<file path="config.mk">
export PLATFORM = sky130hd
export DESIGN_NAME = omrq_jobq
export DESIGN_NICKNAME = d
export VERILOG_FILES = /design/src/rtl/omrq_pkg.sv /design/src/rtl/omrq_jobq.sv
export SDC_FILE = /design/constraint.sdc
export NUM_CORES = 1
export LEC_CHECK = 0
export BUFFER_PORTS_ARGS = -buffer_cell sky130_fd_sc_hd__buf_2
export CAP_MARGIN = 20
export CELL_PAD_IN_SITES_DETAIL_PLACEMENT = 2
export CELL_PAD_IN_SITES_GLOBAL_PLACEMENT = 2
export CORE_UTILIZATION = 32
export CTS_BUF_LIST = sky130_fd_sc_hd__clkbuf_4 sky130_fd_sc_hd__clkbuf_8 sky130_fd_sc_hd__clkbuf_16
export DETAILED_ROUTE_END_ITERATION = 12
export GPL_ROUTABILITY_DRIVEN = 0
export PLACE_DENSITY_LB_ADDON = 0.1
export SLEW_MARGIN = 20
export SYNTH_ARGS = -nofsm -noshare
export SYNTH_HDL_FRONTEND = slang
export SYNTH_SLANG_ARGS = --single-unit
</file>
<file path="constraint.sdc">
create_clock -name clk -period 2.2 [get_ports clk]
set_input_delay 0.55 -clock clk [delete_from_list [all_inputs] [get_ports clk]]
set_output_delay 0.55 -clock clk [all_outputs]
set_load 0.03 [all_outputs]
</file>
<file path="src/rtl/omrq_pkg.sv">
`default_nettype none
// ----------------------------------------------------------------------------
// omrq_pkg
// Shared types and constants of the overwriting message ring queue: operation
// codes, field widths, default sizes and the item and result transfer structs.
// ----------------------------------------------------------------------------
package omrq_pkg;

    localparam int DEF_QUEUE_DEPTH = 16;
    localparam int DEF_MAX_BYTES   = 64;

    localparam int SRC_W  = 4;
    localparam int BYTE_W = 8;
    localparam int LEN_W  = 7;

    typedef enum logic [1:0] {
        OP_PUSH  = 2'd0,
        OP_POP   = 2'd1,
        OP_PEEK  = 2'd2,
        OP_CLEAR = 2'd3
    } op_t;

    typedef struct packed {
        op_t               op;
        logic [SRC_W-1:0]  source;
        logic [BYTE_W-1:0] data_byte;
        logic              byte_valid;
        logic              end_of_message;
    } item_t;

    typedef struct packed {
        logic              found;
        logic [SRC_W-1:0]  msg_source;
        logic [BYTE_W-1:0] msg_byte;
        logic [LEN_W-1:0]  msg_length;
        logic              last_of_run;
    } result_t;

endpackage
`default_nettype wire

</file>
<file path="src/rtl/omrq_jobq.sv">
`default_nettype none
// ----------------------------------------------------------------------------
// omrq_jobq
// Two-entry queue of read jobs between the front and the back. Also reports
// whether a queued job still refers to a given slot.
// ----------------------------------------------------------------------------
module omrq_jobq #(
    parameter int QUEUE_DEPTH = omrq_pkg::DEF_QUEUE_DEPTH
) (
    input  wire logic                               clk,
    input  wire logic                               rst_n,
    input  wire logic                               in_push,
    input  wire logic                               in_found,
    input  wire logic [$clog2(QUEUE_DEPTH)-1:0]     in_slot,
    output logic                                    in_full,
    output logic                                    out_valid,
    output logic                                    out_found,
    output logic      [$clog2(QUEUE_DEPTH)-1:0]     out_slot,
    input  wire logic                               out_take,
    input  wire logic [$clog2(QUEUE_DEPTH)-1:0]     probe_slot,
    output logic                                    probe_hit
);

    localparam int SW = $clog2(QUEUE_DEPTH);

    logic          found_mem [2];
    logic [SW-1:0] slot_mem  [2];
    logic          wr_ptr_reg;
    logic          rd_ptr_reg;
    logic [1:0]    cnt_reg;
    logic          vld0;
    logic          vld1;
    logic          do_push;
    logic          do_take;

    assign in_full   = (cnt_reg == 2'd2);
    assign out_valid = (cnt_reg != 2'd0);
    assign out_found = found_mem[rd_ptr_reg];
    assign out_slot  = slot_mem[rd_ptr_reg];
    assign do_push   = in_push && !in_full;
    assign do_take   = out_take && out_valid;

    // entry validity from fill count and read pointer
    always_comb
    begin
        vld0 = (cnt_reg == 2'd2) || ((cnt_reg == 2'd1) && (rd_ptr_reg == 1'b0));
        vld1 = (cnt_reg == 2'd2) || ((cnt_reg == 2'd1) && (rd_ptr_reg == 1'b1));
        probe_hit = (vld0 && found_mem[0] && (slot_mem[0] == probe_slot)) ||
                    (vld1 && found_mem[1] && (slot_mem[1] == probe_slot));
    end

    always_ff @(posedge clk)
    begin
        if (do_push)
        begin
            found_mem[wr_ptr_reg] <= in_found;
            slot_mem[wr_ptr_reg]  <= in_slot;
        end
    end

    always_ff @(posedge clk or negedge rst_n)
    begin
        if (!rst_n)
        begin
            wr_ptr_reg <= 1'b0;
            rd_ptr_reg <= 1'b0;
            cnt_reg    <= 2'd0;
        end
        else
        begin
            if (do_push)
            begin
                wr_ptr_reg <= ~wr_ptr_reg;
            end
            if (do_take)
            begin
                rd_ptr_reg <= ~rd_ptr_reg;
            end
            if (do_push && !do_take)
            begin
                cnt_reg <= cnt_reg + 2'd1;
            end
            else if (do_take && !do_push)
            begin
                cnt_reg <= cnt_reg - 2'd1;
            end
        end
    end

endmodule
`default_nettype wire

</file>
After elaboration in Yosys (flattened, before gate mapping). Memory sizes are Yosys's and may differ from the RTL's. Cells that the tools add are included.

Memories kept: 2. Memory bits (writable): 10. Bits in registers: 4. Bits of input ports: 13. Logic and storage cells: 35.

Memory list: slot_mem (words 2, bits a word 4, read ports 3, clocked after memory_dff 0, wr ports 1, RTL line omrq_jobq.sv:27) `logic [SW-1:0] slot_mem [2];`; found_mem (words 2, bits a word 1, read ports 3, clocked after memory_dff 0, wr ports 1, RTL line omrq_jobq.sv:26) `logic found_mem [2];`.

Reduce and logical (&&, ||, !) cells: 18. Equal/unequal tests: 4. Bitwise logic cells: 2. Muxes and demuxes: 4. Add/subtract/negate cells: 2.

Operators by type and width (number): $logic_and A1 B1 Y1 (10); $eq A4 B4 Y1 (2); $mux W2 (2); $reduce_bool A2 Y1 (2); $logic_not A1 Y1 (3); $logic_or A1 B1 Y1 (3); $add A2 B1 Y2 const B (1); $eq A2 B1 Y1 const B (1); $eq A2 B2 Y1 const B (1); $mux W1 (2); $not A1 Y1 (2); $sub A2 B1 Y2 const B (1).

Logic depth before layout (Yosys ltp).
Depth in word-level cells: 7. Gate-level depth with buffers: 7.

Worst setup path after synthesis. OpenSTA, ideal clock, no wires.

Kind: register to output. Start: register cnt_reg[0]. End: output probe_hit. Stages on the path, launching flop included: 6. Path buffers: 0. Path slack: -218 ps. Arrival time: 1868 ps. Cell sequence: dfrtp_1 > inv_1 > ha_1 > a21oi_2 > or4_1 > o22ai_1.

RTL lines: start: declaration (RTL line omrq_jobq.sv:30) `logic [1:0] cnt_reg;`; start signal: assignment (RTL line omrq_jobq.sv:81) `cnt_reg <= cnt_reg + 2'd1;`; start signal: assignment (RTL line omrq_jobq.sv:85) `cnt_reg <= cnt_reg - 2'd1;`; $eq A2 B2 Y1 (*); named net in_full (RTL line omrq_jobq.sv:15) `output logic in_full,`; $logic_or A1 B1 Y1 (on tied branches) (RTL line omrq_jobq.sv:46, omrq_jobq.sv:47); $logic_and A1 B1 Y1 (on tied branches) (2 in series) (RTL line omrq_jobq.sv:48, omrq_jobq.sv:49); $logic_or A1 B1 Y1 (*) (RTL line omrq_jobq.sv:48) `probe_hit = (vld0 && found_mem[0] && (slot_mem[0] == probe_slot)) ||`; end: declaration (RTL line omrq_jobq.sv:21) `output logic probe_hit`.

Mark *: on every way through the listed nets, which the timed path passes. The rest lies on a longest branch.

Worst setup path after layout.
Start: register cnt_reg[0]. End: output probe_hit.

Cells in the longest elaborated chain, start to end: 6.

Ends and longest elaborated chain (RTL line): $eq A2 B1 Y1 (omrq_jobq.sv:46, omrq_jobq.sv:47); $logic_and A1 B1 Y1 (on tied branches) (omrq_jobq.sv:46, omrq_jobq.sv:47); $logic_or A1 B1 Y1 (on tied branches) (omrq_jobq.sv:46, omrq_jobq.sv:47); $logic_and A1 B1 Y1 (on tied branches) (2 in series) (omrq_jobq.sv:48, omrq_jobq.sv:49); $logic_or A1 B1 Y1 (*) (omrq_jobq.sv:48).

Mark *: on every way between the ends. The rest lies on a longest branch, timed or not.

==> results_dict.tcl <==
set metrics [dict create \
    outcome "finished, violations left" \
    violations "negative setup slack" \
    die_x_um 49.2 \
    port-buffer-count 20 \
    drcViolationCount 0 \
    syn-cell-area_um2 712 \
    n_antenna_cell 0 \
    die_y_um 49.2 \
    critPathMaxFanout 3 \
    worstSetupEndpointType "primary output" \
    leakagePower_nw 0.400 \
    core-area_um2 2020 \
    yosysWarnings 0 \
    power_density_nw_per_um2 1310 \
    final_nets 100 \
    wl_per_cell_um 14.1 \
    vias_per_cell 4.48 \
    setup_ws_ns -0.0874 \
    grt_max_degree 9 \
    largest_reg_flops 8 \
    fin_crit_ns 2.29 \
    setup_viol 1 \
    ant_nets 0 \
    root_buffer "clkbuf_4" \
    die_area_um2 2420 \
    final_common_cell "buf_2" \
    critPathLaunchType "register" \
    clk_latency_ns 0.27 \
    start_util 0.352 \
    max_slew_margin 0.689 \
    crit_type "register to primary output" \
    cp.arrival_ns 1.74 \
    tightest_slew_ns 0.465 \
    rsz0062_at_grt "true" \
    power_mw 1.25 \
    max_freq_mhz 437 \
    grt_first_pass_wirelength_mm 2.54 \
    vdd_drop_max_v 0.000578 \
    ff2ff_path_depth 5 \
    ys_ff_latch 14 \
    cts_num_sinks 14 \
    clock_skew_ns 0.00152 \
    ios 21 \
    worst_hold_path_type "input port to async pin" \
    crit_required_ns 1.65 \
    synth-seq-area-share 0.562 \
    clock_path_buffers 2 \
    syn_to_final_growth_pct 33.6 \
    clk_pin_slew_ns 0.08 \
    fillCellCount 215 \
    final_cell_mix "buf_2, edfxtp_1, xnor2_1, buf_4, mux2_2" \
    cts_inserted_buffers 3 \
    hpwlAfterDp_mm 1.31 \
    fin_crit_sh 1.04 \
    grt_overflow 0 \
    htree_levels 1 \
    dr.pass1.iters 3 \
    vias 488 \
    slew_viol_final 0 \
    syn_area_per_cell_um2 13.4 \
    rrSetupSlack_ns 0.44 \
    cts_tree "done" \
    drt_iter0_markers 1 \
    stdcell_area_um2 951 \
    maxCapViolCount 0 \
    grt_pass1_vias 561 \
    syn_inst 53 \
    hold_violations 0 \
    finalSetupTns_ns -0.0874 \
    synth.distinct_cells 18 \
    syn_nets 70 \
    rows 16 \
    antenna_found_initial 0 \
    place_area_um2 866 \
    drt_wl_total_mm 1.53 \
    grt_usage 0.151 \
    worstReg2RegEnd "found_mem[0]" \
    drive_gt1_frac 0.512 \
    worstReg2RegStart "cnt_reg[1]" \
]
## cells by family (layout without fill, tap and decap cells)
kind of cell	after synthesis	after routing	synth area share
flip-flops	14	14	0.562
XOR/XNOR	12	12	0.148
AND/OR/NAND/NOR	9	9	0.0686
multiplexers	5	5	0.0791
buffers and inverters	5	34	0.0369
adder cells (fa/ha/maj)	4	4	0.0703
AO/OA/AOI/OAI	4	4	0.0352
## area by class of cell
type | instances | area, um^2 | share of cell area
clock buffers | 4 | 30.0 | 0.0316
inverters | 4 | 15.0 | 0.0158
multi-input cells | 34 | 320 | 0.337
flip-flops and latches | 14 | 400 | 0.421
well taps | 27 | 33.8 | 0.0355
repair buffers | 26 | 151 | 0.159
## worst max path at each step
stage                              from         to  slack [ns]  depth (start not counted)
final                        cnt_reg[0]  probe_hit       -0.09                          6
after global routing         cnt_reg[0]  probe_hit       -0.16                          6
after CTS                    cnt_reg[0]  probe_hit       -0.13                          6
after detailed placement  probe_slot[0]  probe_hit      -0.009                          5
after global placement    probe_slot[0]  probe_hit       0.006                          5
after floorplan              cnt_reg[0]  probe_hit        0.05                          5
## cells in the mapped netlist
| cell type | n | share of area |
|---|---|---|
| a21oi_2 | 1 | 0.012 |
| and2_1 | 1 | 0.0088 |
| and2b_1 | 1 | 0.011 |
| buf_6 | 1 | 0.016 |
| dfrtp_1 | 4 | 0.14 |
| edfxtp_1 | 10 | 0.42 |
| ha_1 | 4 | 0.070 |
| inv_1 | 4 | 0.021 |
| mux2_2 | 5 | 0.079 |
| nand2_1 | 3 | 0.016 |
| nand2b_1 | 1 | 0.0088 |
| nand4_1 | 1 | 0.0088 |
| nor2_1 | 1 | 0.0053 |
| o21ai_0 | 2 | 0.014 |
| o22ai_1 | 1 | 0.0088 |
| or4_1 | 1 | 0.011 |
| xnor2_1 | 8 | 0.098 |
| xor2_1 | 4 | 0.049 |
## worst max-delay path, stage by stage, from the launching register on
cell and delay (ns):
dfrtp_1 0.44, inv_2 0.11, ha_4 0.14, a21oi_2 0.04, or4_4 0.48, o22ai_2 0.12
buf_6 0.15
## repair_timing
item / CTS / global route
endpoints found under the setup margin: 1 / 1
pin swaps: 3 / 1
buffers inserted: 3 / 0
gates resized for setup: 7 / 1
hold buffers: 0 / 0
## power breakdown
| part | internal [mW] | leakage (nW) | switching (mW) |
|---|---|---|---|
| clock network | 0.0825 | 0.0184 | 0.0797 |
| logic | 0.288 | 0.242 | 0.363 |
| registers | 0.376 | 0.140 | 0.0606 |
| total | 0.746 | 0.400 | 0.503 |
## per-stage QoR
stage               instances  worst slack, ns  hold WS (ns)  utilization
floorplan                  53           0.0482         0.254            -
global placement          102          0.00566         0.366        0.428
detailed placement        102         -0.00945         0.374        0.428
CTS                       109           -0.126        0.0690        0.468
global route              109           -0.156        0.0542        0.470
finish                    109          -0.0874        0.0704        0.470
## layer usage
metal | up-vias | share of wire | track usage
met3 | 2 | 0.024 | 0.0280
met5 | - | 0 | 0
met2 | 9 | 0.56 | 0.276
li1 | 239 | - | -
met1 | 238 | 0.40 | 0.160
met4 | 0 | 0.0098 | 0.0882
Note: power is estimated with default switching activity, not from simulation.
