### config.mk
export PLATFORM = sky130hd
export DESIGN_NAME = omrq_back
export DESIGN_NICKNAME = d
export VERILOG_FILES = /design/src/rtl/omrq_pkg.sv /design/src/rtl/omrq_back.sv
export SDC_FILE = /design/constraint.sdc
export NUM_CORES = 1
export LEC_CHECK = 0
export ABC_AREA = 1
export ABC_CLOCK_PERIOD_IN_PS = 2610
export BUFFER_PORTS_ARGS = -buffer_cell sky130_fd_sc_hd__buf_4
export CAP_MARGIN = 30
export CORE_UTILIZATION = 42
export CTS_CLUSTER_DIAMETER = 200
export DETAILED_ROUTE_END_ITERATION = 6
export PLACE_DENSITY = 0.69
export SETUP_SLACK_MARGIN = 0.4
export SYNTH_ARGS = -nofsm -noshare
export SYNTH_HDL_FRONTEND = slang
export SYNTH_SLANG_ARGS = --single-unit
### constraint.sdc
create_clock -name clk -period 2.61 [get_ports clk]
set_clock_uncertainty 0.1 [all_clocks]
set_input_delay 0.261 -clock clk [delete_from_list [all_inputs] [get_ports clk]]
set_output_delay 0.261 -clock clk [all_outputs]
set_load 0.02 [all_outputs]
### src/rtl/omrq_pkg.sv
`default_nettype none
// ----------------------------------------------------------------------------
// omrq_pkg
// Shared types and constants of the overwriting message ring queue: operation
// codes, field widths, default sizes and the item and result transfer structs.
// ----------------------------------------------------------------------------
package omrq_pkg;

    localparam int DEF_QUEUE_DEPTH = 16;
    localparam int DEF_MAX_BYTES   = 64;

    localparam int SRC_W  = 4;
    localparam int BYTE_W = 8;
    localparam int LEN_W  = 7;

    typedef enum logic [1:0] {
        OP_PUSH  = 2'd0,
        OP_POP   = 2'd1,
        OP_PEEK  = 2'd2,
        OP_CLEAR = 2'd3
    } op_t;

    typedef struct packed {
        op_t               op;
        logic [SRC_W-1:0]  source;
        logic [BYTE_W-1:0] data_byte;
        logic              byte_valid;
        logic              end_of_message;
    } item_t;

    typedef struct packed {
        logic              found;
        logic [SRC_W-1:0]  msg_source;
        logic [BYTE_W-1:0] msg_byte;
        logic [LEN_W-1:0]  msg_length;
        logic              last_of_run;
    } result_t;

endpackage
`default_nettype wire

### src/rtl/omrq_back.sv
`default_nettype none
// ----------------------------------------------------------------------------
// omrq_back
// Read back end: takes one job at a time, loads the slot metadata, streams
// the bytes into the consumer's result queue, one per cycle while it has room.
// ----------------------------------------------------------------------------
module omrq_back #(
    parameter int QUEUE_DEPTH = omrq_pkg::DEF_QUEUE_DEPTH,
    parameter int MAX_BYTES   = omrq_pkg::DEF_MAX_BYTES
) (
    input  wire logic                                         clk,
    input  wire logic                                         rst_n,
    input  wire logic                                         job_valid,
    input  wire logic                                         job_found,
    input  wire logic [$clog2(QUEUE_DEPTH)-1:0]               job_slot,
    output logic                                              job_take,
    output logic                                              meta_re,
    output logic      [$clog2(QUEUE_DEPTH)-1:0]               meta_rslot,
    input  wire logic [$clog2(MAX_BYTES+1)-1:0]               len_rdata,
    input  wire logic [omrq_pkg::SRC_W-1:0]                   src_rdata,
    output logic                                              byte_re,
    output logic      [$clog2(QUEUE_DEPTH*MAX_BYTES)-1:0]     byte_raddr,
    input  wire logic [omrq_pkg::BYTE_W-1:0]                  byte_rdata,
    output logic                                              active,
    output logic      [$clog2(QUEUE_DEPTH)-1:0]               active_slot,
    output logic                                              empty,
    input  wire logic                                         pop,
    output omrq_pkg::result_t                                 result
);

    localparam int SW = $clog2(QUEUE_DEPTH);
    localparam int LW = $clog2(MAX_BYTES+1);
    localparam int AW = $clog2(QUEUE_DEPTH*MAX_BYTES);

    typedef enum logic [1:0] {
        ST_IDLE,
        ST_LOAD,
        ST_RUN
    } state_t;

    state_t                     state_reg;
    state_t                     state_next;
    logic [SW-1:0]              slot_reg;
    logic [SW-1:0]              slot_next;
    logic [LW-1:0]              len_reg;
    logic [LW-1:0]              len_next;
    logic [omrq_pkg::SRC_W-1:0] src_reg;
    logic [omrq_pkg::SRC_W-1:0] src_next;
    logic [LW-1:0]              k_reg;
    logic [LW-1:0]              k_next;
    logic                       d_valid_reg;
    logic                       d_valid_next;
    logic                       d_found_reg;
    logic                       d_found_next;
    logic [omrq_pkg::SRC_W-1:0] d_src_reg;
    logic [omrq_pkg::SRC_W-1:0] d_src_next;
    logic [LW-1:0]              d_len_reg;
    logic [LW-1:0]              d_len_next;
    logic                       d_last_reg;
    logic                       d_last_next;
    logic                       d_zero_reg;
    logic                       d_zero_next;
    logic                       d_push;
    logic                       advance;
    logic                       run_last;

    omrq_pkg::result_t          rq_mem [2];
    omrq_pkg::result_t          rq_in;
    logic                       rq_wr_reg;
    logic                       rq_rd_reg;
    logic [1:0]                 rq_cnt_reg;
    logic                       rq_pop;

    assign active      = (state_reg != ST_IDLE);
    assign active_slot = slot_reg;
    assign meta_rslot  = job_slot;
    assign byte_raddr  = AW'(slot_reg) * AW'(MAX_BYTES) + AW'(k_reg);
    assign d_push      = d_valid_reg && (rq_cnt_reg != 2'd2);
    assign advance     = !d_valid_reg || d_push;
    assign run_last    = (len_reg == '0) || ((k_reg + LW'(1)) == len_reg);

    always_comb
    begin
        state_next   = state_reg;
        slot_next    = slot_reg;
        len_next     = len_reg;
        src_next     = src_reg;
        k_next       = k_reg;
        d_valid_next = d_valid_reg && !d_push;
        d_found_next = d_found_reg;
        d_src_next   = d_src_reg;
        d_len_next   = d_len_reg;
        d_last_next  = d_last_reg;
        d_zero_next  = d_zero_reg;
        job_take     = 1'b0;
        meta_re      = 1'b0;
        byte_re      = 1'b0;
        case (state_reg)
            ST_IDLE:
            begin
                if (job_valid && job_found)
                begin
                    job_take   = 1'b1;
                    meta_re    = 1'b1;
                    slot_next  = job_slot;
                    state_next = ST_LOAD;
                end
                else if (job_valid && advance)
                begin
                    // not-found result
                    job_take     = 1'b1;
                    d_valid_next = 1'b1;
                    d_found_next = 1'b0;
                    d_src_next   = '0;
                    d_len_next   = '0;
                    d_last_next  = 1'b1;
                    d_zero_next  = 1'b1;
                end
            end
            ST_LOAD:
            begin
                len_next   = len_rdata;
                src_next   = src_rdata;
                k_next     = '0;
                state_next = ST_RUN;
            end
            ST_RUN:
            begin
                if (advance)
                begin
                    byte_re      = (len_reg != '0);
                    d_valid_next = 1'b1;
                    d_found_next = 1'b1;
                    d_src_next   = src_reg;
                    d_len_next   = len_reg;
                    d_last_next  = run_last;
                    d_zero_next  = (len_reg == '0);
                    k_next       = k_reg + LW'(1);
                    if (run_last)
                    begin
                        state_next = ST_IDLE;
                    end
                end
            end
            default:
            begin
                state_next = ST_IDLE;
            end
        endcase
    end

    always_ff @(posedge clk or negedge rst_n)
    begin
        if (!rst_n)
        begin
            state_reg   <= ST_IDLE;
            d_valid_reg <= 1'b0;
        end
        else
        begin
            state_reg   <= state_next;
            d_valid_reg <= d_valid_next;
        end
    end

    always_ff @(posedge clk)
    begin
        slot_reg    <= slot_next;
        len_reg     <= len_next;
        src_reg     <= src_next;
        k_reg       <= k_next;
        d_found_reg <= d_found_next;
        d_src_reg   <= d_src_next;
        d_len_reg   <= d_len_next;
        d_last_reg  <= d_last_next;
        d_zero_reg  <= d_zero_next;
    end

    // result queue
    always_comb
    begin
        rq_in.found       = d_found_reg;
        rq_in.msg_source  = d_src_reg;
        rq_in.msg_byte    = d_zero_reg ? '0 : byte_rdata;
        rq_in.msg_length  = omrq_pkg::LEN_W'(d_len_reg);
        rq_in.last_of_run = d_last_reg;
    end

    assign empty  = (rq_cnt_reg == 2'd0);
    assign result = rq_mem[rq_rd_reg];
    assign rq_pop = pop && !empty;

    always_ff @(posedge clk)
    begin
        if (d_push)
        begin
            rq_mem[rq_wr_reg] <= rq_in;
        end
    end

    always_ff @(posedge clk or negedge rst_n)
    begin
        if (!rst_n)
        begin
            rq_wr_reg  <= 1'b0;
            rq_rd_reg  <= 1'b0;
            rq_cnt_reg <= 2'd0;
        end
        else
        begin
            if (d_push)
            begin
                rq_wr_reg <= ~rq_wr_reg;
            end
            if (rq_pop)
            begin
                rq_rd_reg <= ~rq_rd_reg;
            end
            if (d_push && !rq_pop)
            begin
                rq_cnt_reg <= rq_cnt_reg + 2'd1;
            end
            else if (rq_pop && !d_push)
            begin
                rq_cnt_reg <= rq_cnt_reg - 2'd1;
            end
        end
    end

endmodule
`default_nettype wire

* Word-level counts from Yosys, hierarchy flattened
Memories as Yosys holds them, arrays and structs flattened. Cells that the tools add are included.
Word-level totals: bits in registers 43, memory bits (writable) 42, input bits 28, memories 1
Memories:
- rq_mem | depth 2, bits a word 21, read ports 1, clocked after Yosys merged registers in 0, wr ports 1, RTL line omrq_back.sv:67 | omrq_pkg::result_t rq_mem [2];
Operators by class: add/sub/neg operators 4, equality and inequality tests 9, multiplexer cells 40, bitwise gates (word level) 2, reduce and logical (&&, ||, !) cells 25
Operator list (number):
- $mux 7 | 4
- $pmux 7 s2 | 2
- $mux 1 | 19
- $mux 4 | 3
- $ne 2x2->1 const B | 6
- $add 10x7->10 | 1
- $mux 2 | 5
- $mux 8 | 1
- $pmux 1 s2 | 4
- $pmux 4 s2 | 1
- $reduce_bool 2->1 | 4
- $add 7x1->7 const B | 1
- $eq 7x7->1 | 1
- $logic_and 1x1->1 | 7
- $logic_not 7->1 | 1
- $reduce_bool 7->1 | 1
- $pmux 2 s3 | 1
- $logic_not 1->1 | 4
- $logic_not 2->1 | 2
- $reduce_and 2->1 | 2
- $reduce_and 4->1 | 1
- $reduce_and 3->1 | 1
- $add 2x1->2 const B | 1
- $eq 2x1->1 const B | 1
- other kinds (4) | 6

* Logic depth before layout (Yosys ltp)
Gate-level depths: netlist (run 1).
depth in word-level cells 7, depth in mapped cells 14

* Least setup slack after synthesis (run 1)
Ideal clock, no wire load.
path kind register to register, start point register rq_cnt_reg[0], end point memory rq_mem[1][0] (netlist bit) (enable), data arrival time 1667 ps, path slack 443 ps, stages on the path, launching flop included 5, period minus slack after synthesis 2167 ps, cell sequence dfrtp_1 -> inv_1 -> a21oi_1 -> inv_1 -> nor2_1
On the way: longest elaborated chain between the ends 4
Ends and longest elaborated chain:
- start, declared | RTL line omrq_back.sv:71 | logic [1:0] rq_cnt_reg;
- start signal, assigned | RTL line omrq_back.sv:221 | rq_cnt_reg <= rq_cnt_reg + 2'd1;
- start signal, assigned | RTL line omrq_back.sv:225 | rq_cnt_reg <= rq_cnt_reg - 2'd1;
- $ne 2x2->1 | RTL line omrq_back.sv:78 | assign d_push = d_valid_reg && (rq_cnt_reg != 2'd2);
- $logic_and 1x1->1 | RTL line omrq_back.sv:78
- named net d_push | RTL line omrq_back.sv:63 | logic d_push;
- $mux 1 | RTL line omrq_back.sv:195 | if (d_push)
- $mux 1 (implied by the code) | RTL line omrq_back.sv:197 | rq_mem[rq_wr_reg] <= rq_in;
- end, declared | RTL line omrq_back.sv:67
The timed path passes the listed nets, and every way through them passes these cells.

* Worst setup path after layout (run 1)
start point register state_reg[0], end point output port byte_re
On the way: longest elaborated chain between the ends 2
Ends and longest elaborated chain:
- start, declared | RTL line omrq_back.sv:41 | state_t state_reg;
- start signal, assigned | RTL line omrq_back.sv:161 | state_reg <= state_next;
- $eq 2x2->1 | RTL line omrq_back.sv:98 | case (state_reg)
- $mux 1 | RTL line omrq_back.sv:98
- end, declared | RTL line omrq_back.sv:21 | output logic byte_re,
No other way between the ends.

==> impl_metrics.yaml, run 1 <==
placed_design:
  port_buffers: 71
  hpwl_mm: 4.276
  place.gp.congestion: 0.7955
  dpl_cell_area_um2: 4209
min_path:
  hp-start: "job_valid"
  hold_path.class: "primary input to flip-flop"
  hold_depth: 3
  min_to: "d_valid_reg"
finish:
  syn_to_final_growth_pct: 27.51
  final_common_cell: "nand2_1"
  num_antenna_cells: 0
  regMostFlops: "rq_mem"
  multi_input_area_um2: 822.0
  final_cell_mix: "93 x nand2_1, 78 x edfxtp_1, 74 x buf_4"
  layout-drive-gt1-share_pct: 24.70
  register_area_um2: 2517
  design_area_um2: 4576
  nets: 440
  largest_register_ff_count: 42
  final.fill_count: 710
drt:
  drtPass1Iterations: 4
  dr.first_iter.drc_count: 75
  wl_mm: 6.118
  routed_via_density: 4.577
  ant_nets: 0
  vias: 2371
  wl_per_cell_um: 11.81
  drc_errors: 0
synth:
  yosys_warnings: 0
  ys_seq_elements: 85
  synth.area.top_cells: "edfxtp_1 65%, nand2_1 9.7%, dfrtp_1 4.9%, inv_1 4.4%, nor2_1 4.0%"
  syn_avg_cell_area_um2: 11.18
  syn_inst: 321
  ys_types: 25
  yosysSeqAreaShare_pct: 70.15
  syn_nets: 353
  syn_area_um2: 3588
  yosys.area.top_type: "edfxtp_1"
  synth_top_cell_area_share_pct: 65.27
power_and_ir_drop:
  p_leak_nw: 2.022
  irDropWorstVdd_mv: 0.5195
  cellPowerDensity_nw_per_um2: 1149
global_route:
  antenna_found_initial: 0
  grt.total_usage_pct: 15.04
  grt_overflow: 0
  grt_pass1_vias: 2306
  grt_max_degree: 23
  grt_pass1_wl_mm: 9.832
die:
  die_w_um: 94.44
  ios: 72
  row_count: 33
  initial_core_util_pct: 43.45
  die_h_um: 94.44
  fp.dieArea_um2: 8918
  coreArea_um2: 8258
timing:
  slew_violations: 0
  fin_setup_tns_ps: 0
  setup-violations-final: 0
  slew_headroom_pct: 52.73
  hold_viol: 0
  rsz0062_at_grt: "false"
  period_share_pct: 76.86
  fin_crit_ps: 2006
  fmax_mhz: 498.5
  fin_hold_ws_ps: 66.83
  worst_slew_pin_slew_ps: 708.3
outcome:
  status: "finished clean"
clock_tree:
  clockBufferDepth: 2
  clk_pin_slew_ps: 80
  cts_root_buffer: "clkbuf_8"
  clock_latency_ps: 350
  cts_sinks: 85
  htreeDepth: 3
  cts_buffers: 9
  cts_tree: "yes"
setup_path:
  required_ps: 2250
  cp_data_arrival_time_ps: 1640
  startpoint: "state_reg[0]"
  criticalPathCategory: "flip-flop to primary output"
  start_kind: "flip-flop"
  ff2ff_path_depth: 5
  rr_endpoint: "rq_mem[1][16]"
  endpoint_kind: "primary output"
  critical_path_peak_fanout: 5
  timing.rr.start: "rq_cnt_reg[0]"
  r2r_slack_ps: 760
flow_run:
  drv_cap: 0
kinds of logic (layout without fill, tap and decap cells):
| group | after synthesis | in the layout | share of synthesized area [%] |
|---|---|---|---|
| buffers and inverters | 59 | 151 | 7.287 |
| adder cells (fa/ha/maj) | 4 | 4 | 1.395 |
| flip-flops | 85 | 85 | 70.15 |
| AND/OR/NAND/NOR | 157 | 157 | 17.96 |
| AO/OA/AOI/OAI | 10 | 10 | 1.743 |
| XOR/XNOR | 6 | 6 | 1.464 |
layout make-up:
class / count / share of cell area, %
repair buffers: 92 / 16.52
inverters: 42 / 3.527
flip-flops and latches: 85 / 55.02
repair inverters: 1 / 0.1094
well taps: 105 / 2.871
multi-input cells: 177 / 17.97
clock buffers: 12 / 2.953
clock inverters: 4 / 1.039
stage by stage:
| step | instances | total power, mW | setup slack [ps] | utilization, % |
|---|---|---|---|---|
| CTS | 518 | 5.307 | 484.8 | 55.35 |
| global route | 518 | 5.588 | 447.3 | 55.41 |
| global placement | 484 | 4.349 | 768.4 | 50.97 |
| finish | 518 | 5.259 | 604.0 | 55.41 |
| detailed placement | 484 | 4.393 | 714.1 | 50.97 |
| floorplan | 321 | 3.618 | 443.2 | - |
critical path, cell delays in order (launching register included):
cell and delay, ps:
dfrtp_1 440, nor2_4 230, clkinvlp_4 120, nor2_1 180, inv_1 80, nor2_1 100, buf_4 150
cells in the mapped netlist, drive strengths merged:
| cell | count |
|---|---|
| ha | 4 |
| xnor2 | 2 |
| nor3 | 1 |
| xor2 | 4 |
| edfxtp | 78 |
| nor4 | 1 |
| dfrtp | 7 |
| inv | 42 |
| buf | 13 |
| nand2 | 97 |
| a22o | 1 |
| o21bai | 1 |
| a21boi | 1 |
| a21oi | 5 |
| o21ai | 2 |
| nand4 | 2 |
| clkbuf | 4 |
| nand3 | 15 |
| nor2 | 41 |
worst max path at each step:
| stage | slack [ps] | end | cells past startpoint |
|---|---|---|---|
| after global placement | 770 | byte_re | 7 |
| final | 600 | byte_re | 6 |
| after floorplan | 440 | rq_mem[1][0] | 4 |
| after detailed placement | 710 | byte_re | 6 |
| after global routing | 450 | byte_re | 7 |
| after CTS | 480 | byte_re | 6 |
where the power goes:
part	switching (mW)	internal, mW
clock	0.429	0.442
combinational	1.28	0.772
sequential	0.219	2.11
metal layers:
metal / track usage (%) / vias up / share of wire (%)
met5: 0 / - / 0
met4: 6.923 / 0 / 1.8
met3: 4.106 / 9 / 6.2
met2: 26.57 / 79 / 49
met1: 16.82 / 1080 / 43
li1: - / 1203 / -
what timing repair did:
item | in CTS | in global routing
buffers inserted | 1 | 0
resized for setup | 2 | 1
endpoints found under the hold margin | 22 | 0
hold buffers | 16 | 0
endpoints found under the setup margin | 1 | 1
gates cloned | 1 | 0
Power figures use the tool's default switching activity.
==> run 2, diff against run 1 <==
Settings changed: ABC_CLOCK_PERIOD_IN_PS 2610 to 2000.
Clock period 2.61 ns to 2 ns, I/O delays scaled along.
==> impl_metrics.yaml, run 2 (synthesis gave the netlist of run 1 again) <==
setup_path:
  critical_path_peak_fanout: 4
  slowest_stage: "dfrtp_1"
  start_kind: "flip-flop"
  cp_data_arrival_time_ps: 1590
  crit_buf_inv: 3
  worst_path_largest_cell_delay_ps: 460
  required_ps: 1700
  endpoint_kind: "primary output"
  path_cells: "nor2_4, inv_1, nor2_1, inv_1, nor2_1, buf_4"
  cp_top_family: "simple AND/OR/NAND/NOR gates"
  criticalPathCategory: "flip-flop to primary output"
timing:
  fin_setup_tns_ps: 0
  slew_violations: 0
  worst_slew_pin_slew_ps: 345.0
  slew_headroom_pct: 77.00
  fin_crit_ps: 1886
  setup-violations-final: 0
  fmax_mhz: 530.2
  rsz0062_at_grt: "true"
  period_share_pct: 94.31
  hold_viol: 0
  worst_slack_ps: 113.8
power_and_ir_drop:
  cellPowerDensity_nw_per_um2: 1633
  p_leak_nw: 2.499
  irDropWorstVdd_mv: 0.7127
clock_tree:
  cts_tree: "yes"
  clockBufferDepth: 2
  clock_latency_ps: 350
  cts_sinks: 85
  htreeDepth: 3
  cts_buffers: 9
  clk_pin_slew_ps: 90
  cts_root_buffer: "clkbuf_8"
die:
  coreArea_um2: 8258
  die_w_um: 94.44
  row_count: 33
  fp.dieArea_um2: 8918
  ios: 72
  die_h_um: 94.44
  initial_core_util_pct: 43.45
drt:
  routed_via_density: 4.683
  drtPass1Iterations: 6
  drc_errors: 0
  wl_per_cell_um: 14.51
  vias: 2604
  wl_mm: 8.065
  dr.first_iter.drc_count: 74
  ant_nets: 0
finish:
  nets: 478
  layout-drive-gt1-share_pct: 50.78
  syn_to_final_growth_pct: 58.54
  largest_register_ff_count: 42
  regMostFlops: "rq_mem"
  final_cell_mix: "78 x edfxtp_1, 70 x buf_4, 35 x inv_1"
  final_common_cell: "edfxtp_1"
  num_antenna_cells: 0
flow_run:
  drv_cap: 0
global_route:
  grt_overflow: 0
  grt.total_usage_pct: 18.31
  grt_max_degree: 22
  grt_pass1_vias: 2648
  antenna_found_initial: 0
  grt_pass1_wl_mm: 12.12
placed_design:
  port_buffers: 71
  hpwl_mm: 4.378
  place_ws_ps: 221.0
  place.gp.congestion: 0.8031
min_path:
  hold_path.class: "primary input to flip-flop"
outcome:
  status: "finished clean"
run 2: area by class of cell:
class                   count  area [um2]
clock buffers               9       123.9
clock inverters             7       97.59
fillers                   576        2569
inverters                  42       173.9
multi-input cells         177        1271
flip-flops and latches     85        2520
well taps                 105       131.4
repair buffers            131        1371
run 2: routing by layer:
metal	up-vias	GRT usage (%)	share of wire, %
met3	15	3.301	4.5
met1	1220	20.13	38
li1	1283	-	-
met4	0	6.538	2.0
met2	86	34.90	55
met5	-	0	0
run 2: worst min-delay path: cells and delay by family:
family | cells | cell delay, ps
buffers and inverters | 1 | 100
and+or+nand+nor | 2 | 150
run 2: through the flow:
stage	total power, mW	cell area, um2	instances	hold WS, ps	util (%)
after floorplan	4.789	3628	321	-195.6	-
after global placement	5.747	4254	487	-80.66	51.52
after detailed placement	5.830	4254	487	-78.15	51.52
after CTS	8.346	5189	543	14.92	62.83
after global routing	9.759	5689	556	30.26	68.89
final	9.288	5689	556	35.16	68.89
run 2: where the power goes:
group / leakage, nW / switching [mW] / total, mW / internal, mW
Combinational: 1.58 / 2.42 / 4.75 / 2.34
Sequential: 0.818 / 0.420 / 3.19 / 2.77
Clock: 0.106 / 0.635 / 1.34 / 0.707
run 2: final timing paths:
path / from / endpoint / slack [ps] / cells past startpoint
worst min-delay path: job_valid / d_valid_reg / 40 / 3
worst max-delay path: state_reg[0] / byte_re / 110 / 6
worst min register to register: d_last_reg / rq_mem[0][0] / 340 / 0
worst max register to register: rq_cnt_reg[0] / d_len_reg[1] / 250 / 7
min in group asynchronous: rst_n / rq_cnt_reg[0] / 80 / 2
max in group asynchronous: rst_n / rq_cnt_reg[1] / 1570 / 2
run 2: timing repair:
| item | in CTS | in global routing |
|---|---|---|
| hold endpoints to repair | 22 | 0 |
| pin swaps | 18 | 39 |
| setup endpoints to repair | 83 | 93 |
| hold buffers | 16 | 0 |
| cloned | 5 | 3 |
| buffers inserted | 19 | 10 |
| gates resized for setup | 71 | 98 |
