--- config.mk ---
export PLATFORM = sky130hd
export DESIGN_NAME = omrq_front
export DESIGN_NICKNAME = d
export VERILOG_FILES = /design/src/rtl/omrq_pkg.sv /design/src/rtl/omrq_front.sv
export SDC_FILE = /design/constraint.sdc
export NUM_CORES = 1
export LEC_CHECK = 0
export BUFFER_PORTS_ARGS = -buffer_cell sky130_fd_sc_hd__clkbuf_2
export CAP_MARGIN = 25
export CORE_MARGIN = 3
export CORE_UTILIZATION = 48
export DETAILED_ROUTE_END_ITERATION = 7
export HOLD_SLACK_MARGIN = 0.02
export PLACE_DENSITY_LB_ADDON = 0.25
export SKIP_LAST_GASP = 1
export SLEW_MARGIN = 30
export SYNTH_ARGS = -nofsm -noshare
export SYNTH_HDL_FRONTEND = slang
export SYNTH_SLANG_ARGS = --single-unit
--- constraint.sdc ---
create_clock -name clk -period 3.4 [get_ports clk]
set_input_delay 0.85 -clock clk [delete_from_list [all_inputs] [get_ports clk]]
set_output_delay 0.85 -clock clk [all_outputs]
set_load 0.005 [all_outputs]
--- src/rtl/omrq_pkg.sv ---
`default_nettype none
// ----------------------------------------------------------------------------
// omrq_pkg
// Shared types and constants of the overwriting message ring queue: operation
// codes, field widths, default sizes and the item and result transfer structs.
// ----------------------------------------------------------------------------
package omrq_pkg;

    localparam int DEF_QUEUE_DEPTH = 16;
    localparam int DEF_MAX_BYTES   = 64;

    localparam int SRC_W  = 4;
    localparam int BYTE_W = 8;
    localparam int LEN_W  = 7;

    typedef enum logic [1:0] {
        OP_PUSH  = 2'd0,
        OP_POP   = 2'd1,
        OP_PEEK  = 2'd2,
        OP_CLEAR = 2'd3
    } op_t;

    typedef struct packed {
        op_t               op;
        logic [SRC_W-1:0]  source;
        logic [BYTE_W-1:0] data_byte;
        logic              byte_valid;
        logic              end_of_message;
    } item_t;

    typedef struct packed {
        logic              found;
        logic [SRC_W-1:0]  msg_source;
        logic [BYTE_W-1:0] msg_byte;
        logic [LEN_W-1:0]  msg_length;
        logic              last_of_run;
    } result_t;

endpackage
`default_nettype wire

--- src/rtl/omrq_front.sv ---
`default_nettype none
// ----------------------------------------------------------------------------
// omrq_front
// Command front end: takes items, writes pushed bytes and message metadata,
// keeps head, tail and fill count, and turns pop and peek into read jobs.
// ----------------------------------------------------------------------------
module omrq_front #(
    parameter int QUEUE_DEPTH = omrq_pkg::DEF_QUEUE_DEPTH,
    parameter int MAX_BYTES   = omrq_pkg::DEF_MAX_BYTES
) (
    input  wire logic                                         clk,
    input  wire logic                                         rst_n,
    input  wire logic                                         push,
    input  wire omrq_pkg::item_t                              item,
    output logic                                              full,
    input  wire logic                                         jobq_full,
    input  wire logic                                         jobq_hit,
    input  wire logic                                         back_active,
    input  wire logic [$clog2(QUEUE_DEPTH)-1:0]               back_slot,
    output logic      [$clog2(QUEUE_DEPTH)-1:0]               head_slot,
    output logic                                              byte_we,
    output logic      [$clog2(QUEUE_DEPTH*MAX_BYTES)-1:0]     byte_waddr,
    output logic      [omrq_pkg::BYTE_W-1:0]                  byte_wdata,
    output logic                                              meta_we,
    output logic      [$clog2(MAX_BYTES+1)-1:0]               meta_wlen,
    output logic      [omrq_pkg::SRC_W-1:0]                   meta_wsrc,
    output logic                                              job_push,
    output logic                                              job_found,
    output logic      [$clog2(QUEUE_DEPTH)-1:0]               job_slot
);

    localparam int SW = $clog2(QUEUE_DEPTH);
    localparam int LW = $clog2(MAX_BYTES+1);
    localparam int AW = $clog2(QUEUE_DEPTH*MAX_BYTES);

    logic [SW-1:0] head_reg;
    logic [SW-1:0] head_next;
    logic [SW-1:0] tail_reg;
    logic [SW-1:0] tail_next;
    logic [LW-1:0] count_reg;
    logic [LW-1:0] count_next;
    logic [SW-1:0] head_adv;
    logic [SW-1:0] newest;
    logic          accept;

    function automatic logic [SW-1:0] adv(input logic [SW-1:0] s);
        logic [SW-1:0] r;
        if (s == SW'(QUEUE_DEPTH-1))
        begin
            r = '0;
        end
        else
        begin
            r = s + SW'(1);
        end
        return r;
    endfunction

    assign head_slot  = head_reg;
    assign byte_waddr = AW'(head_reg) * AW'(MAX_BYTES) + AW'(count_reg);
    assign byte_wdata = item.data_byte;
    assign meta_wsrc  = item.source;

    always_comb
    begin
        // the slot being filled may still be read by a queued or running job
        full      = jobq_full || jobq_hit || (back_active && (back_slot == head_reg));
        accept    = push && !full;
        head_adv  = adv(head_reg);
        newest    = (head_reg == '0) ? SW'(QUEUE_DEPTH-1) : head_reg - SW'(1);
        head_next = head_reg;
        tail_next = tail_reg;
        count_next = count_reg;
        byte_we   = 1'b0;
        meta_we   = 1'b0;
        meta_wlen = count_reg;
        job_push  = 1'b0;
        job_found = 1'b0;
        job_slot  = tail_reg;
        if (accept)
        begin
            case (item.op)
                omrq_pkg::OP_PUSH:
                begin
                    byte_we   = item.byte_valid && (count_reg < LW'(MAX_BYTES));
                    meta_wlen = count_reg + LW'(byte_we);
                    if (item.end_of_message)
                    begin
                        meta_we    = 1'b1;
                        head_next  = head_adv;
                        count_next = '0;
                        if (head_adv == tail_reg)
                        begin
                            tail_next = adv(tail_reg);
                        end
                    end
                    else
                    begin
                        count_next = meta_wlen;
                    end
                end
                omrq_pkg::OP_POP:
                begin
                    job_push = 1'b1;
                    if (tail_reg != head_reg)
                    begin
                        job_found = 1'b1;
                        job_slot  = tail_reg;
                        tail_next = adv(tail_reg);
                    end
                end
                omrq_pkg::OP_PEEK:
                begin
                    job_push = 1'b1;
                    if (tail_reg != head_reg)
                    begin
                        job_found = 1'b1;
                        job_slot  = newest;
                    end
                end
                omrq_pkg::OP_CLEAR:
                begin
                    tail_next = head_reg;
                end
                default:
                begin
                    tail_next = tail_reg;
                end
            endcase
        end
    end

    always_ff @(posedge clk or negedge rst_n)
    begin
        if (!rst_n)
        begin
            head_reg  <= '0;
            tail_reg  <= '0;
            count_reg <= '0;
        end
        else
        begin
            head_reg  <= head_next;
            tail_reg  <= tail_next;
            count_reg <= count_next;
        end
    end

endmodule
`default_nettype wire

Word level (Yosys, flattened, before mapping)
Index checks and enable logic that the tools add are counted.
{ "classes": {"eq_ne": 11, "n_mux": 23, "n_lt_le_gt_ge": 1, "n_reduce_logical": 13, "add_sub_neg": 5} }
{ "ops": {"columns": ["op", "count"], "rows": [
  ["$mux W4", 9],
  ["$mux W7", 3],
  ["$pmux W4 S3", 1],
  ["$add A10 B7 Y10", 1],
  ["$mux W1", 10],
  ["$add A4 B1 Y4 const B", 2],
  ["$eq A4 B4 Y1", 2],
  ["$eq A4 B4 Y1 const B", 2],
  ["$add A7 B1 Y7", 1],
  ["$lt A7 B7 Y1 const B", 1],
  ["$ne A2 B2 Y1 const B", 3],
  ["$reduce_and A5 Y1", 1],
  ["$eq A2 B2 Y1 const B", 2],
  ["$logic_not A4 Y1", 1],
  ["$ne A4 B4 Y1", 1],
  ["$sub A4 B1 Y4 const B", 1],
  ["$logic_and A1 B1 Y1", 3],
  ["$reduce_and A3 Y1", 1],
  ["$reduce_bool A3 Y1", 1],
  ["$eq A2 B1 Y1 const B", 1],
  ["$logic_not A2 Y1", 1],
  ["$logic_or A1 B1 Y1", 2],
  ["$reduce_and A2 Y1", 1],
  ["$reduce_or A2 Y1", 1],
  ["$logic_not A1 Y1", 1]
]} }
{ "word_totals": {"output_inout_bits": 42, "input_bits": 26, "elab_cells": 56, "reg_bits": 15} }

Longest topological paths before layout
Gate-level depths: netlist of run 1.
{ "logic_depth": {"depth_word": 6, "depth_mapped": 9} }

Worst setup path after synthesis of run 1
No wires, ideal clock.
{ "synth_path": {"path_type": "input to output", "startpoint": "input back_slot[2]", "endpoint": "output job_slot[0]", "path_stages": 6, "setup_slack_ns": 0.325, "path_buffers": 1, "arrival_ns": 2.225, "cell_sequence": "a22o_1 o41a_1 and2_1 and3_1 buf_6 mux2_4"} }
{ "synth_via": {"elab_chain_cells": 6} }
{ "synth_rtl": {"columns": ["item", "line_no", "source"], "rows": [
  ["start: declaration", "omrq_front.sv:19", "input wire logic [$clog2(QUEUE_DEPTH)-1:0] back_slot,"],
  ["$eq A4 B4 Y1", "omrq_front.sv:67", "full = jobq_full || jobq_hit || (back_active && (back_slot == head_reg));"],
  ["$logic_and A1 B1 Y1", "omrq_front.sv:67", null],
  ["$logic_or A1 B1 Y1", "omrq_front.sv:67", null],
  ["$logic_not A1 Y1", "omrq_front.sv:68", "accept = push && !full;"],
  ["$logic_and A1 B1 Y1", "omrq_front.sv:68", null],
  ["$mux W4", "omrq_front.sv:80", "if (accept)"],
  ["end: declaration", "omrq_front.sv:29", "output logic [$clog2(QUEUE_DEPTH)-1:0] job_slot"]
]} }
No other way between the ends.

Worst setup path after layout of run 1
{ "layout_path": {"startpoint": "input back_slot[2]", "endpoint": "output job_slot[2]"} }
Same word-level chain as after synthesis.

==> impl_metrics.env, run 1 <==
export IMPL_rr_endpoint="tail_reg[0]$_DFFE_PN0P_"
export IMPL_syn_num_nets=216
export IMPL_fp_dieW_microns=62.4
export IMPL_synth_cells=177
export IMPL_synth_area_sq_um=1530
export IMPL_hold_path_class="in2async"
export IMPL_cts_tree="done"
export IMPL_area_growth_pct=9.92
export IMPL_crit_start="back_slot[2]"
export IMPL_grt_pass1_wl_mm=5.89
export IMPL_largest_reg_flops=7
export IMPL_routed_via_density=5.27
export IMPL_ys_seq_area_share_pct=24.6
export IMPL_arrival_ns=2.48
export IMPL_finalHoldViolCount=0
export IMPL_r2r_start="head_slot[0]$_DFFE_PN0P_"
export IMPL_clockRootBuffer="clkbuf_4"
export IMPL_crit_end="job_slot[2]"
export IMPL_cap_violations=0
export IMPL_cts_setup_buffers=0
export IMPL_wl_mm=3.38
export IMPL_routedWlPerCell_microns=13.8
export IMPL_drc=0
export IMPL_ff2ff_path_depth=9
export IMPL_die_height_microns=62.4
export IMPL_tightest_slew_ns=0.416
export IMPL_clkTransAtPathRegs_ns=0.10
export IMPL_min_period_ns=3.33
export IMPL_grt_setup_unrepaired="no"
export IMPL_status="finished, final reports clean"
export IMPL_critPathLaunchType="input port"
export IMPL_dp_hpwl_mm=2.71
export IMPL_drv_slew=0
export IMPL_skew_ns=0.00141
export IMPL_cp_required_ns=2.55
export IMPL_synth_cell_types=35
export IMPL_fp_row_count=19
export IMPL_clk_path_buf_depth=2
export IMPL_clock_sinks=15
export IMPL_timing_final_crit_share_pct=97.8
export IMPL_power_mw=0.747
export IMPL_initial_core_util_pct=52.6
export IMPL_cts_htree_levels=1
export IMPL_yosys_area_top_type_share_pct=24.6
export IMPL_io_buffers=43
export IMPL_yosys_warnings=0
export IMPL_finalSetupViolCount=0
export IMPL_numCtsBuffers=3
export IMPL_yosys_area_top_type="dfrtp_1"
export IMPL_drtIter0Drc=46
export IMPL_fin_nets=242
export IMPL_maxSlewHeadroom_pct=72.3
export IMPL_ant_nets=0
export IMPL_pin_count=68
export IMPL_grt_max_degree=16
export IMPL_antenna_found_initial=0
export IMPL_cellLeakagePower_nw=0.885
export IMPL_drive_gt1_share_pct=29.7
export IMPL_vias=1287
export IMPL_core_area_sq_um=2900
export IMPL_place_congestion=0.822
export IMPL_rrSetupSlack_ns=1.08
export IMPL_n_antenna_cell=0
export IMPL_yosys_top_cells_area="dfrtp_1 25%, ha_1 11%, buf_4 9.3%"
export IMPL_fmax_ghz=0.301
export IMPL_totalNegativeSetupSlack_ns=0
export IMPL_clk_latency_ns=0.30
export IMPL_gr_total_overflow=0
export IMPL_worstPathMaxFanout=5
export IMPL_final_cell_mix="43 x clkbuf_2, 16 x nand2_1, 15 x dfrtp_1, 13 x xnor2_1, 13 x ha_1"
export IMPL_synth_seq_cells=15
export IMPL_mostFrequentLayoutCell="clkbuf_2"
export IMPL_grt_pass1_vias=1277
export IMPL_power_density_nw_per_um2=446
export IMPL_die_area_sq_um=3890
export IMPL_synth_area_per_cell_sq_um=8.62
export IMPL_irDropWorstVdd_mv=0.408
export IMPL_groute_usage_overall_pct=18.7
export IMPL_criticalPathCategory="in2out"
export IMPL_drt_pre_antenna_iters=4
export IMPL_end_kind="output port"
-- worst max-delay path: stages --
cell      delay (ns)
clkbuf_2        0.09
a22o_1          0.20
o41a_1          0.47
and2_1          0.20
and3_2          0.25
mux2_4          0.31
clkbuf_2        0.11
-- through the flow --
step	hold slack [ns]	area, sq um	instances	worst slack (ns)	util [%]
after floorplan	0.511	1530	177	0.325	-
after global placement	0.544	1650	240	0.105	56.9
after detailed placement	0.567	1650	240	0.0691	56.9
after CTS	0.465	1680	244	0.0642	57.8
after global routing	0.467	1680	244	0.00641	57.9
final	0.460	1680	244	0.0736	57.9
-- power by group --
part	internal [mW]	total, mW	switching [mW]
sequential	0.211	0.266	0.0551
clock	0.0439	0.112	0.0685
combinational	0.190	0.369	0.179
-- synth_stat cells --
cell type,number
a31oi_1,2
ha_1,13
mux2_1,5
xor2_1,4
nand3_1,6
and4b_1,1
nand3b_1,1
nor2_1,9
o2111ai_1,1
dfrtp_1,15
buf_2,5
nand2_2,1
nor3b_1,3
clkbuf_1,3
and3_1,6
inv_1,9
o31ai_1,5
or4_1,1
nand2b_1,2
and2_1,4
a21oi_1,8
nor2b_1,2
buf_4,19
nand4_1,1
nand2_1,16
a22o_1,3
mux2i_1,5
a22oi_1,1
xnor2_1,13
o41a_1,1
inv_4,1
o21ai_0,6
a211oi_2,1
mux2_4,3
buf_6,1
-- kinds of logic after synthesis --
logic type / share of synthesized area, %
AOI/OAI and AO/OA: 12.2
xor gates and xnor gates: 9.75
adders and majority gates: 10.7
buffers and inverters: 15.1
DFF: 24.6
muxes: 9.92
and+or+nand+nor: 17.8
-- timing repair --
item / CTS / global route
endpoints found under the setup margin: 0 / 3
gates resized for setup: 0 / 1
hold buffers: 0 / 0
-- routing by layer --
metal	global-route usage (%)	vias up	share of wire, %
met4	7.71	0	1.7
met3	3.78	7	4.7
met1	23.2	606	44
li1	-	639	-
met5	0	-	0
met2	31.6	35	49
-- worst min-delay path by stage --
stage | from | end | slack [ns] | cells past startpoint
after floorplan | count_reg[2]$_DFFE_PN0P_ | count_reg[2]$_DFFE_PN0P_ | 0.51 | 1
after global placement | count_reg[2]$_DFFE_PN0P_ | count_reg[2]$_DFFE_PN0P_ | 0.54 | 1
after detailed placement | count_reg[5]$_DFFE_PN0P_ | count_reg[5]$_DFFE_PN0P_ | 0.57 | 1
after CTS | rst_n | count_reg[6]$_DFFE_PN0P_ | 0.46 | 1
after global routing | rst_n | count_reg[5]$_DFFE_PN0P_ | 0.47 | 1
final | rst_n | head_slot[0]$_DFFE_PN0P_ | 0.46 | 1
-- layout make-up --
type,instances,area (sq um)
fill,286,1220
multi-input combinational,124,922
sequential,15,375
timing repair buffer,49,260
tap,42,52.6
inverter,10,40.0
clock buffer,3,22.5
clock inverter,1,5.00
No activity file was read; power rests on OpenSTA's default activity.
==> run 2, diff against run 1 <==
--- a/config.mk
+++ b/config.mk
@@ -5,6 +5,7 @@
 export SDC_FILE = /design/constraint.sdc
 export NUM_CORES = 1
 export LEC_CHECK = 0
+export ABC_AREA = 1
 export BUFFER_PORTS_ARGS = -buffer_cell sky130_fd_sc_hd__clkbuf_2
 export CAP_MARGIN = 25
 export CORE_MARGIN = 3
==> impl_metrics.env, run 2 <==
export IMPL_antenna_found_initial=0
export IMPL_cp_required_ns=2.55
export IMPL_yosys_area_top_type_share_pct=23.5
export IMPL_path_common_cell="nand2_1"
export IMPL_crit_buf_inv=3
export IMPL_arrival_ns=2.26
export IMPL_path_delay_family="simple AND/OR/NAND/NOR gates"
export IMPL_io_buffers=43
export IMPL_yosys_top_cells_area="dfrtp_1 23%, nand2_1 21%, ha_1 10%"
export IMPL_routedWlPerCell_microns=10.6
export IMPL_irDropWorstVdd_mv=0.192
export IMPL_grt_max_degree=16
export IMPL_synthTopCellsByCount="90 x nand2_1, 23 x inv_1, 20 x nand3_1"
export IMPL_core_area_sq_um=3100
export IMPL_n_antenna_cell=0
export IMPL_grt_pass1_wl_mm=5.95
export IMPL_clk_latency_ns=0.29
export IMPL_groute_usage_overall_pct=18.3
export IMPL_drv_slew=0
export IMPL_async_flop_share_pct=100
export IMPL_end_kind="output port"
export IMPL_fmax_ghz=0.321
export IMPL_drt_pre_antenna_iters=4
export IMPL_largest_reg_flops=7
export IMPL_status="finished, final reports clean"
export IMPL_synth_ff_type="dfrtp_1"
export IMPL_rr_endpoint="tail_reg[2]$_DFFE_PN0P_"
export IMPL_critPathLaunchType="input port"
export IMPL_skew_ns=0.00571
export IMPL_critPathSlowestCell="ha_1"
export IMPL_pin_count=68
export IMPL_totalNegativeSetupSlack_ns=0
export IMPL_grt_setup_unrepaired="no"
export IMPL_cellLeakagePower_nw=1.03
export IMPL_dp_hpwl_mm=2.72
export IMPL_ff2ff_path_depth=11
export IMPL_yosys_cell_count_top_type="nand2_1"
export IMPL_ant_nets=0
export IMPL_fp_row_count=20
export IMPL_cts_setup_buffers=0
export IMPL_crit_path_max_incr_delay_ns=0.18
export IMPL_regArea_sq_um=375
export IMPL_ctsHoldBuffers=0
export IMPL_gr_total_overflow=0
export IMPL_vias=1521
export IMPL_crit_start="item[1]"
export IMPL_syn_num_nets=286
export IMPL_yosys_warnings=0
export IMPL_fin_nets=313
export IMPL_hold_path_class="in2async"
export IMPL_multi_input_area_sq_um=952
export IMPL_tightest_slew_ns=0.424
export IMPL_post_cts_resized=0
export IMPL_finalHoldViolCount=0
export IMPL_yosys_area_top_type="dfrtp_1"
export IMPL_rrSetupSlack_ns=1.31
export IMPL_criticalPathCategory="in2out"
export IMPL_timing_final_crit_share_pct=91.6
export IMPL_routed_via_density=4.80
export IMPL_synth_seq_cells=15
export IMPL_drive_gt1_share_pct=22.0
export IMPL_synth_edf_count=0
export IMPL_area_growth_pct=9.08
export IMPL_clockRootBuffer="clkbuf_4"
export IMPL_power_density_nw_per_um2=447
export IMPL_place_congestion=0.821
export IMPL_ys_seq_area_share_pct=23.5
export IMPL_die_area_sq_um=4060
export IMPL_synth_cell_types=27
export IMPL_numCtsBuffers=3
export IMPL_drc=0
export IMPL_crit_chain="clkbuf_2 -> inv_1 -> nor2_1 -> ha_1 -> ha_1 -> nand2_1 -> nor2_1 -> nand3_1 -> xor2_1 -> nand2_1 -> o21ai_0 -> nand2_1 -> nand2_1 -> clkbuf_2"
export IMPL_min_period_ns=3.11
export IMPL_fin_cells=317
export IMPL_initial_core_util_pct=51.5
export IMPL_r2r_start="head_slot[0]$_DFFE_PN0P_"
export IMPL_clk_path_buf_depth=2
export IMPL_mostFrequentLayoutCell="nand2_1"
export IMPL_num_fill_cells=337
export IMPL_fp_dieW_microns=63.7
export IMPL_wl_mm=3.38
export IMPL_worstPathMaxFanout=2
export IMPL_synth_area_sq_um=1600
export IMPL_grt_pass1_vias=1345
export IMPL_final_util_pct=56.2
export IMPL_maxSlewHeadroom_pct=71.7
export IMPL_synth_area_per_cell_sq_um=6.47
export IMPL_clock_sinks=15
export IMPL_cts_htree_levels=1
export IMPL_drtIter0Drc=52
export IMPL_die_height_microns=63.7
export IMPL_synth_cells=247
export IMPL_dp_cells=313
export IMPL_clkTransAtPathRegs_ns=0.10
export IMPL_final_cell_mix="90 x nand2_1, 43 x clkbuf_2, 23 x inv_1, 20 x nand3_1, 18 x nor2_1"
export IMPL_cap_violations=0
export IMPL_cts_tree="done"
export IMPL_finalSetupViolCount=0
## run 2: cell count changes in the layout (fill, tap and decap cells not counted), moves of 9 or more
cell,change
inv_1,+14
nand2_1,+74
nand3_1,+14
nor2_1,+9
o21ai_0,+9
xnor2_1,-12
## run 2: logic make-up (layout without fill, tap and decap cells)
group	Yosys count	after routing	share of synthesized area (%)
compound gates	20	20	6.49
xor+xnor	9	9	4.93
fa+ha+maj	13	13	10.2
buf+inv	50	76	17.0
flops	15	15	23.5
simple gates	140	140	37.9
## run 2: power by group
part | total, mW | switching [mW] | internal, mW
combinational | 0.392 | 0.232 | 0.160
sequential | 0.283 | 0.0707 | 0.212
clock | 0.105 | 0.0616 | 0.0438
## run 2: cell type report
class,count,share of cell area [%]
multi-input cells,182,54.6
flip-flops and latches,15,21.5
repair buffers,45,13.2
inverters,27,5.95
well taps,44,3.16
clock buffers,3,1.29
clock inverters,1,0.287
## run 2: worst reg2reg max path, cell delays in order, from the launching register on
cell     delay, ns
dfrtp_1       0.58
inv_1         0.22
ha_1          0.39
inv_1         0.07
nand2_1       0.06
nand3_1       0.09
nor2_1        0.12
nand3_1       0.08
nand2_1       0.14
nand2_1       0.13
nand2_1       0.08
nand2_1       0.05
## run 2: per-layer routing
metal  GRT usage [%]  wire [microns]  up-vias
met5               0               0        -
met4            6.74              39        0
met3            2.67             182        4
met2            30.1            1590       37
met1            24.1            1560      669
li1                -               -      811
## run 2: stage by stage
stage          total power [mW]  hold slack (ns)  setup WS, ns  cell area [sq um]
6_report                  0.780            0.447         0.285               1740
5_1_grt                   0.871            0.453        0.0702               1740
4_1_cts                   0.787            0.455         0.267               1740
3_5_place_dp              0.679            0.535         0.267               1720
3_3_place_gp              0.674            0.542         0.322               1720
2_1_floorplan             0.567            0.498         0.573               1600
## run 2: worst max path at each step
stage / to / slack (ns) / cells after the start
after floorplan: meta_wlen[6] / 0.57 / 12
after global placement: meta_wlen[6] / 0.32 / 14
after detailed placement: meta_wlen[6] / 0.27 / 14
after CTS: meta_wlen[6] / 0.27 / 14
after global routing: meta_wlen[6] / 0.07 / 14
final: meta_wlen[6] / 0.29 / 14
==> run 3, diff against run 2 <==
--- a/config.mk
+++ b/config.mk
@@ -8,8 +8,10 @@
 export ABC_AREA = 1
 export BUFFER_PORTS_ARGS = -buffer_cell sky130_fd_sc_hd__clkbuf_2
 export CAP_MARGIN = 25
+export CELL_PAD_IN_SITES_DETAIL_PLACEMENT = 1
+export CELL_PAD_IN_SITES_GLOBAL_PLACEMENT = 2
 export CORE_MARGIN = 3
-export CORE_UTILIZATION = 48
+export CORE_UTILIZATION = 24
 export DETAILED_ROUTE_END_ITERATION = 7
 export HOLD_SLACK_MARGIN = 0.02
 export PLACE_DENSITY_LB_ADDON = 0.25
==> impl_metrics.env, run 3 (same netlist as run 2, synthesis figures left out) <==
export IMPL_status="finished, final reports clean"
export IMPL_arrival_ns=2.34
export IMPL_rrSetupSlack_ns=1.19
export IMPL_path_common_cell="nand2_1"
export IMPL_core_area_sq_um=6390
export IMPL_antenna_found_initial=0
export IMPL_drt_pre_antenna_iters=4
export IMPL_routed_via_density=4.53
export IMPL_cellLeakagePower_nw=1.05
export IMPL_gr_total_overflow=0
export IMPL_skew_ns=0.00101
export IMPL_critPathSlowestCell="xor2_1"
export IMPL_highest_layer="met4"
export IMPL_clk_latency_ns=0.25
export IMPL_num_fill_cells=851
export IMPL_placed_cell_area_sq_um=1770
export IMPL_power_mw=0.848
export IMPL_drc=0
export IMPL_drtIter0Drc=70
export IMPL_drive_gt1_share_pct=22.5
export IMPL_clkTransAtPathRegs_ns=0.06
export IMPL_groute_usage_overall_pct=12.7
export IMPL_setup_slack_ns=0.209
export IMPL_finalSetupViolCount=0
export IMPL_tightest_slew_ns=0.422
export IMPL_irDropWorstVdd_mv=0.167
export IMPL_finalInstanceArea_sq_um=1820
export IMPL_fp_dieW_microns=87.6
export IMPL_die_area_sq_um=7680
export IMPL_ant_nets=0
export IMPL_clk_path_buf_depth=2
export IMPL_cap_violations=0
export IMPL_cp_required_ns=2.55
export IMPL_io_buffers=43
export IMPL_ctsHoldBuffers=0
export IMPL_final_cell_mix="90 x nand2_1, 43 x clkbuf_2, 23 x inv_1, 20 x nand3_1, 17 x nor2_1"
export IMPL_clockRootBuffer="clkbuf_8"
export IMPL_power_density_nw_per_um2=466
export IMPL_wl_mm=4.57
export IMPL_cts_htree_levels=1
export IMPL_mostFrequentLayoutCell="nand2_1"
export IMPL_multi_input_area_sq_um=955
export IMPL_grt_max_degree=16
export IMPL_ff2ff_path_depth=11
export IMPL_wl_met2_mm=2.09
export IMPL_final_util_pct=28.5
export IMPL_routedWlPerCell_microns=13.0
export IMPL_grt_pass1_vias=1573
export IMPL_regArea_sq_um=375
export IMPL_r2r_start="head_slot[0]$_DFFE_PN0P_"
export IMPL_met1_length_mm=2.19
export IMPL_criticalPathCategory="in2out"
export IMPL_maxSlewHeadroom_pct=71.9
export IMPL_drv_slew=0
export IMPL_crit_path_max_incr_delay_ns=0.21
export IMPL_place_ws_ns=0.189
export IMPL_dp_hpwl_mm=3.69
export IMPL_die_height_microns=87.6
export IMPL_totalNegativeSetupSlack_ns=0
export IMPL_place_congestion=0.732
export IMPL_min_period_ns=3.19
export IMPL_grt_pass1_wl_mm=7.72
export IMPL_area_growth_pct=13.8
export IMPL_largest_reg_flops=7
export IMPL_initial_core_util_pct=25.0
export IMPL_timing_final_crit_share_pct=93.8
export IMPL_crit_chain="clkbuf_2 -> inv_1 -> nor2_1 -> ha_1 -> ha_1 -> nand2_1 -> nor2_2 -> nand3_1 -> xor2_1 -> nand2_1 -> o21ai_0 -> nand2_1 -> nand2_1 -> clkbuf_2"
export IMPL_worstPathMaxFanout=2
export IMPL_fmax_ghz=0.313
export IMPL_end_kind="output port"
export IMPL_fp_row_count=29
export IMPL_n_antenna_cell=0
export IMPL_pin_count=68
export IMPL_grt_setup_unrepaired="no"
export IMPL_wl_met3_microns=227
export IMPL_finalHoldViolCount=0
export IMPL_numCtsBuffers=3
export IMPL_cts_tree="done"
export IMPL_clock_sinks=15
export IMPL_rr_endpoint="tail_reg[1]$_DFFE_PN0P_"
export IMPL_critPathLaunchType="input port"
export IMPL_fin_nets=315
export IMPL_hold_path_class="in2async"
export IMPL_vias=1594
==> run 3: cell count changes in the layout (fill, tap and decap cells not counted) <==
cell,change
buf_4,+2
clkbuf_1,+1
clkbuf_4,-3
clkbuf_8,+3
clkinv_2,-1
nor2_1,-1
nor2_2,+1
==> run 3: metrics by stage <==
stage | instances | hold slack, ns
after floorplan | 247 | 0.498
after CTS | 351 | 0.532
after detailed placement | 347 | 0.542
after global placement | 347 | 0.561
after global routing | 352 | 0.540
final | 352 | 0.523
==> run 3: metal layers <==
metal  vias up  global-route usage (%)
met5         -                       0
li1        816                       -
met2        31                    20.5
met4         0                    2.93
met3         4                    2.63
met1       743                    17.4
==> run 3: worst max path at each step <==
| stage | startpoint | end | slack [ns] | depth (start not counted) |
|---|---|---|---|---|
| global placement | item[1] | meta_wlen[6] | 0.28 | 14 |
| detailed placement | item[1] | meta_wlen[6] | 0.19 | 14 |
| finish | item[1] | meta_wlen[6] | 0.21 | 14 |
| global route | item[1] | meta_wlen[6] | 0.02 | 14 |
| CTS | item[1] | meta_wlen[6] | 0.18 | 14 |
| floorplan | item[1] | meta_wlen[6] | 0.57 | 12 |
==> run 3: report_power, final <==
group	total, mW	leakage (nW)	switching, mW	internal (mW)
Combinational	0.411	0.830	0.250	0.160
Clock	0.148	0.0228	0.0648	0.0830
Sequential	0.290	0.193	0.0770	0.212
==> run 3: final cells by class <==
type | instances | area share, %
well taps | 77 | 5.29
clock buffers | 4 | 2.47
repair buffers | 47 | 13.5
inverters | 27 | 5.70
multi-input cells | 182 | 52.4
flip-flops and latches | 15 | 20.6
==> run 3: what timing repair did <==
item | in CTS | in global routing
setup buffers | 0 | 1
hold endpoints to repair | 0 | 0
endpoints found under the setup margin | 0 | 1
resized for setup | 0 | 1
==> run 3: worst max-delay path: cells and delay by family <==
| kind | cells | cell delay, ns |
|---|---|---|
| adders and majority gates | 2 | 0.39 |
| and+or+nand+nor | 7 | 0.60 |
| AOI/OAI and AO/OA | 1 | 0.08 |
| xor gates and xnor gates | 1 | 0.21 |
| buffers and inverters | 3 | 0.22 |
